### src/hw/rtl/clcp_pkg.sv
// Shared widths, register indexes and divider constants for the cubic Lagrange curve unit.
package clcp_pkg;

  // Field widths
  localparam int COORD_W = 9;
  localparam int STEP_W  = 10;
  localparam int OUT_W   = 10;

  // Configuration registers
  localparam int NUM_REGS  = 8;
  localparam int CFG_IDX_W = $clog2(NUM_REGS);

  typedef enum logic [CFG_IDX_W-1:0] {
    REG_POINT0_X = 3'd0,
    REG_POINT0_Y = 3'd1,
    REG_POINT1_X = 3'd2,
    REG_POINT1_Y = 3'd3,
    REG_POINT2_X = 3'd4,
    REG_POINT2_Y = 3'd5,
    REG_POINT3_X = 3'd6,
    REG_POINT3_Y = 3'd7
  } cfg_reg_t;

  // Polynomial coefficients in powers of k, scaled by 2*10^9
  localparam int EXT_W = 42;
  localparam int A3_W  = 17;
  localparam int A2_W  = 27;
  localparam int A1_W  = 36;
  localparam int A0_W  = 42;

  // Horner partial sums
  localparam int H1_W = 28;
  localparam int H2_W = 38;
  localparam int H3_W = 49;

  // Magnitude and saturation bounds (2e9 * 512 and 2e9 * 513)
  localparam int MAG_W = 48;
  localparam logic [MAG_W-1:0] POS_LIMIT = 48'd1024000000000;
  localparam logic [MAG_W-1:0] NEG_LIMIT = 48'd1026000000000;

  // Divide by 2e9: drop 2^10, then multiply by the reciprocal of 5^9
  localparam int DIV_SHIFT   = 10;
  localparam int QX_W        = 30;
  localparam int RECIP_W     = 31;
  localparam logic [RECIP_W-1:0] RECIP = 31'd1152921505;
  localparam int RECIP_SHIFT = 51;
  localparam int PROD_W      = QX_W + RECIP_W;
  localparam int Q_W         = PROD_W - RECIP_SHIFT;

  // Output clamp values
  localparam logic signed [OUT_W-1:0] OUT_MAX = OUT_W'(511);
  localparam logic signed [OUT_W-1:0] OUT_MIN = OUT_W'(-512);

  // Pipeline depth ahead of the output register
  localparam int PIPE_DEPTH = 6;

endpackage

### src/hw/rtl/clcp_axis.sv
// One coordinate axis: Horner evaluation of the cubic, constant division and clamp.
module clcp_axis (
  input  logic                              clk,
  input  logic                              en,
  input  logic [clcp_pkg::COORD_W-1:0]      p0,
  input  logic [clcp_pkg::COORD_W-1:0]      p1,
  input  logic [clcp_pkg::COORD_W-1:0]      p2,
  input  logic [clcp_pkg::COORD_W-1:0]      p3,
  input  logic [clcp_pkg::STEP_W-1:0]       k0,
  input  logic [clcp_pkg::STEP_W-1:0]       k1,
  input  logic [clcp_pkg::STEP_W-1:0]       k2,
  output logic signed [clcp_pkg::OUT_W-1:0] value
);

  logic signed [clcp_pkg::EXT_W-1:0] e0, e1, e2, e3;
  logic signed [clcp_pkg::A3_W-1:0]  a3, a3_next;
  logic signed [clcp_pkg::A2_W-1:0]  a2, a2_next;
  logic signed [clcp_pkg::A1_W-1:0]  a1, a1_next;
  logic signed [clcp_pkg::A0_W-1:0]  a0, a0_next;

  logic signed [clcp_pkg::H1_W-1:0]  h1, h1_next, s1_a3, s1_a2, s1_k;
  logic signed [clcp_pkg::H2_W-1:0]  h2, h2_next, s2_h1, s2_a1, s2_k;
  logic signed [clcp_pkg::H3_W-1:0]  h3, h3_next, s3_h2, s3_a0, s3_k;

  logic [clcp_pkg::MAG_W-1:0]        mag;
  logic                              neg4, sat4, neg5, sat5;
  logic [clcp_pkg::QX_W-1:0]         x4;
  logic [clcp_pkg::PROD_W-1:0]       prod;
  logic [clcp_pkg::Q_W-1:0]          q5;

  // Fold the four control points into coefficients of k^3, k^2, k and 1
  always_comb begin
    e0 = signed'(clcp_pkg::EXT_W'(p0));
    e1 = signed'(clcp_pkg::EXT_W'(p1));
    e2 = signed'(clcp_pkg::EXT_W'(p2));
    e3 = signed'(clcp_pkg::EXT_W'(p3));
    a3_next = clcp_pkg::A3_W'(9 * (e3 - e0) + 27 * (e1 - e2));
    a2_next = clcp_pkg::A2_W'(18000 * e0 - 45000 * e1 + 36000 * e2 - 9000 * e3);
    a1_next = clcp_pkg::A1_W'(18000000 * e1 + 2000000 * e3 - 11000000 * e0 - 9000000 * e2);
    a0_next = clcp_pkg::A0_W'(2000000000 * e0);
  end

  // Coefficient regs; user must change points only when pipeline empty, unchecked
  always_ff @(posedge clk) begin
    a3 <= a3_next;
    a2 <= a2_next;
    a1 <= a1_next;
    a0 <= a0_next;
  end

  // Horner steps, one multiply by k per stage
  always_comb begin
    s1_a3   = clcp_pkg::H1_W'(a3);
    s1_a2   = clcp_pkg::H1_W'(a2);
    s1_k    = signed'(clcp_pkg::H1_W'(k0));
    h1_next = s1_a3 * s1_k + s1_a2;

    s2_h1   = clcp_pkg::H2_W'(h1);
    s2_a1   = clcp_pkg::H2_W'(a1);
    s2_k    = signed'(clcp_pkg::H2_W'(k1));
    h2_next = s2_h1 * s2_k + s2_a1;

    s3_h2   = clcp_pkg::H3_W'(h2);
    s3_a0   = clcp_pkg::H3_W'(a0);
    s3_k    = signed'(clcp_pkg::H3_W'(k2));
    h3_next = s3_h2 * s3_k + s3_a0;
  end

  // Split off the sign for truncation toward zero
  assign mag  = clcp_pkg::MAG_W'(h3[clcp_pkg::H3_W-1] ? -h3 : h3);
  assign prod = clcp_pkg::PROD_W'(x4) * clcp_pkg::PROD_W'(clcp_pkg::RECIP);

  // Advance all stages together
  always_ff @(posedge clk) begin
    if (en) begin
      h1   <= h1_next;
      h2   <= h2_next;
      h3   <= h3_next;
      neg4 <= h3[clcp_pkg::H3_W-1];
      sat4 <= h3[clcp_pkg::H3_W-1] ? (mag >= clcp_pkg::NEG_LIMIT)
                                   : (mag >= clcp_pkg::POS_LIMIT);
      x4   <= mag[clcp_pkg::DIV_SHIFT +: clcp_pkg::QX_W];
      neg5 <= neg4;
      sat5 <= sat4;
      q5   <= prod[clcp_pkg::PROD_W-1 -: clcp_pkg::Q_W];
    end
  end

  // Restore the sign, or clamp to the output range
  always_comb begin
    if (sat5) begin
      value = neg5 ? clcp_pkg::OUT_MIN : clcp_pkg::OUT_MAX;
    end else if (neg5) begin
      value = signed'(clcp_pkg::OUT_W'(clcp_pkg::OUT_W'(0) - clcp_pkg::OUT_W'(q5)));
    end else begin
      value = signed'(clcp_pkg::OUT_W'(q5));
    end
  end

endmodule
### config.mk
export PLATFORM = sky130hd
export DESIGN_NAME = clcp_axis
export DESIGN_NICKNAME = d
export VERILOG_FILES = /design/src/hw/rtl/clcp_pkg.sv /design/src/hw/rtl/clcp_axis.sv
export SDC_FILE = /design/constraint.sdc
export NUM_CORES = 2
export LEC_CHECK = 0
export ABC_AREA = 1
export BUFFER_PORTS_ARGS = -buffer_cell sky130_fd_sc_hd__buf_2
export CAP_MARGIN = 40
export CORE_MARGIN = 1
export CORE_UTILIZATION = 68
export CTS_BUF_LIST = sky130_fd_sc_hd__clkbuf_8
export DETAILED_ROUTE_END_ITERATION = 10
export PLACE_DENSITY = 0.85
export SLEW_MARGIN = 25
export SYNTH_ARGS = -nofsm -noshare
export SYNTH_HDL_FRONTEND = slang
export SYNTH_SLANG_ARGS = --single-unit
### constraint.sdc
create_clock -name clk -period 7.2 [get_ports clk]
set_clock_uncertainty 0.05 [all_clocks]
set_input_delay 0.36 -clock clk [delete_from_list [all_inputs] [get_ports clk]]
set_output_delay 0.36 -clock clk [all_outputs]
set_load 0.03 [all_outputs]
==> impl_metrics.yaml <==
outcome:
  status: "complete, but fails checks"
  violations: "DRC"
worst_setup_path:
  cp.required_ns: 7.61
  cp-start-kind: "flop"
  crit_type: "reg2reg"
  cp_max_fo: 4
  arrival_ns: 7.34
  endpoint_kind: "flop"
timing:
  fin_ws_ns: 0.271
  hold_viol_final: 0
  fmax_mhz: 144
  maxSlewViolCount: 0
  worstMarginPinSlew_ns: 0.918
  fin_crit_sh_pct: 96.2
  fin_crit_ns: 6.93
  relSlewSlack_pct: 38.8
  setup_viol: 0
global_route:
  grt_pass1_vias: 66747
  grt.total_usage_pct: 38.4
  grt_max_degree: 63
  grt_pass1_wl_mm: 348
  grt_antenna_before_repair: 7
  grt_overflow: 0
clock_network:
  path_clk_slew_ns: 0.07
  cts_inserted_buffers: 52
  clk_latency_ns: 0.73
  cts-htree-levels: 2
  cts.sinks: 260
  clockBufferDepth: 3
  tritoncts: "yes"
  cts_root_buffer: "clkbuf_8"
synthesis:
  synthTopCellsByArea: "fa_1 36%, ha_1 19%, inv_1 13%, nand2_1 7.7%, edfxtp_1 6.1%"
  synth_edf_count: 159
  synth_top_cell_area_share_pct: 35.9
  async_flop_share_pct: 0
  syn-cell-area_um2: 78700
  yosys_warnings: 0
  synthDistinctLibCells: 54
  synth_nets: 12031
  syn_avg_cell_area_um2: 8.39
  synth_cells: 9375
  ys_seq_area_share_pct: 8.64
  yosys_most_used_dff: "edfxtp_1"
  yosysTopAreaCell: "fa_1"
  synth_seq_cells: 260
route:
  wl_per_cell_um: 19.8
  ant_nets: 0
  wl_mm: 219
  drt_pre_antenna_iters: 9
  viasPerCell: 5.59
  routed-via-count: 61708
  drc: 6
  drtIter0Drc: 4365
floorplan:
  chipWidth_um: 342
  die_area_um2: 117000
  die-height_um: 342
  start_util_pct: 68.7
  num_rows: 124
  io-pin-count: 78
  coreArea_um2: 115000
cells_and_area:
  area_growth_pct: 5.27
  final_nets: 12135
  stdcell_count: 11041
  fill_cells: 8837
  layout-drive-gt1-share_pct: 4.24
placed_design:
  portBuffers: 77
  gp_congestion: 1.01
  hpwl_mm: 191
  preCtsSetupSlack_ns: 0.0765
  dp.cells: 10926
job:
  max-cap-violations: 0
worst_hold_path:
  hold_class: "in2reg"
## per-stage QoR
| stage | utilization (%) | hold slack (ns) | area, um^2 | setup TNS [ns] |
|---|---|---|---|---|
| 3_3_place_gp | 71.0 | 0.358 | 81300 | 0 |
| 5_1_grt | 72.3 | 0.157 | 82800 | -0.0333 |
| 3_5_place_dp | 71.1 | 0.357 | 81400 | 0 |
| 6_report | 72.3 | 0.173 | 82800 | 0 |
| 2_1_floorplan | - | 0.338 | 78700 | 0 |
| 4_1_cts | 72.1 | 0.159 | 82600 | 0 |
## sequential cells by signal, indices dropped and copies added, names as in the netlist, 10 cells and up
register / count
a0: 30
a1: 30
a2: 24
a3: 17
h1: 28
h2: 38
h3: 49
q5: 10
x4: 30
## area by class of cell
| type | instances | area, um^2 | share of cell area, % |
|---|---|---|---|
| antenna | 6 | 15.0 | 0.0181 |
| sequential | 260 | 6800 | 8.20 |
| inverter | 2690 | 10100 | 12.2 |
| clock inverter | 40 | 389 | 0.470 |
| multi-input combinational | 6245 | 61200 | 73.8 |
| timing repair buffer | 230 | 1690 | 2.04 |
| tap | 1512 | 1890 | 2.28 |
| clock buffer | 58 | 798 | 0.964 |
## Yosys cell counts, drive strengths merged (4+ instances only)
master  number
nand3      167
o21ai      225
xnor2      159
o31ai       11
dfxtp      101
a21o        31
nand4       45
o21a        31
a211oi      10
o21bai      31
fa        1412
xor2       227
a21oi      442
a221oi       7
inv       2687
or2          6
nor3        47
nand3b       9
o211ai      24
edfxtp     159
and3         6
nor2       417
buf         38
ha        1176
clkbuf     142
nor4        23
a21boi      14
o221ai       4
a31oi       60
nand2     1650
## cells by family (layout without fill, tap and decap cells)
logic type	Yosys count	count (layout)	share of synthesized area [%]
compound gates	900	900	6.46
xor+xnor	386	386	4.30
fa+ha+maj	2588	2588	54.6
buf+inv	2870	3018	13.7
flops	260	260	8.64
other cells	0	6	0
simple gates	2371	2371	12.3
## routing by layer
| layer | up-vias | GRT usage [%] | part of all wire, % |
|---|---|---|---|
| met1 | 30197 | 44.8 | 37 |
| met5 | - | 0 | 0.012 |
| met2 | 2355 | 67.2 | 49 |
| li1 | 28412 | - | - |
| met3 | 740 | 4.90 | 6.1 |
| met4 | 4 | 24.0 | 7.2 |
## layout by cell type (no fill, tap or decap), drive strengths merged, types with 2 or more instances in the layout
| cell type | Yosys | routed |
|---|---|---|
| edfxtp | 159 | 159 |
| dfxtp | 101 | 101 |
| a21oi | 442 | 442 |
| a31oi | 60 | 60 |
| a21o | 31 | 31 |
| o21ai | 225 | 225 |
| inv | 2687 | 2696 |
| dlygate4sd3 | 0 | 3 |
| o221ai | 4 | 4 |
| nand3 | 167 | 167 |
| o31ai | 11 | 11 |
| fa | 1412 | 1412 |
| nand3b | 9 | 9 |
| xor2 | 227 | 227 |
| clkbuf | 142 | 58 |
| buf | 38 | 227 |
| a221oi | 7 | 7 |
| ha | 1176 | 1176 |
| nand4 | 45 | 45 |
| nand2 | 1650 | 1650 |
| nor3 | 47 | 47 |
| o2111ai | 3 | 3 |
| diode | 0 | 6 |
| nor2 | 417 | 417 |
| clkinv | 3 | 20 |
| bufinv | 0 | 6 |
| and3 | 6 | 6 |
| or2 | 6 | 6 |
| o21a | 31 | 31 |
| o211ai | 24 | 24 |
| nor4 | 23 | 23 |
| clkinvlp | 0 | 8 |
| a21boi | 14 | 14 |
| o21bai | 31 | 31 |
| o221a | 2 | 2 |
| a211oi | 10 | 10 |
| xnor2 | 159 | 159 |
## timing repair
action	CTS	global route
hold endpoints to repair	17	0
resized for setup	0	16
setup buffers	0	2
hold buffers	3	0
setup endpoints to repair	0	9
## critical path, cell delays in order (launching register included)
cell	delay (ns)
edfxtp_1	0.51
fa_1	0.77
fa_1	0.52
fa_1	0.54
fa_1	0.52
fa_1	0.55
inv_1	0.06
fa_1	0.54
inv_1	0.06
fa_1	0.64
ha_1	0.26
ha_1	0.33
a21oi_1	0.14
o21ai_0	0.13
a21oi_1	0.26
nand2_1	0.08
a31oi_1	0.18
o21ai_0	0.11
nand2_1	0.07
nand3_1	0.13
xor2_1	0.20
## path summary, 6_finish.rpt
kind	end	slack, ns	depth (start not counted)	start
worst max-delay path	q5[7]	0.27	20	x4[25]
worst min-delay path	h3[0]	0.17	3	k2[0]
worst max register to register	q5[7]	0.27	20	x4[25]
worst min register to register	sat5	0.39	0	sat4
Power is not shown: default switching activity piles up to over one toggle a cycle in this logic, so the estimate is an artifact.
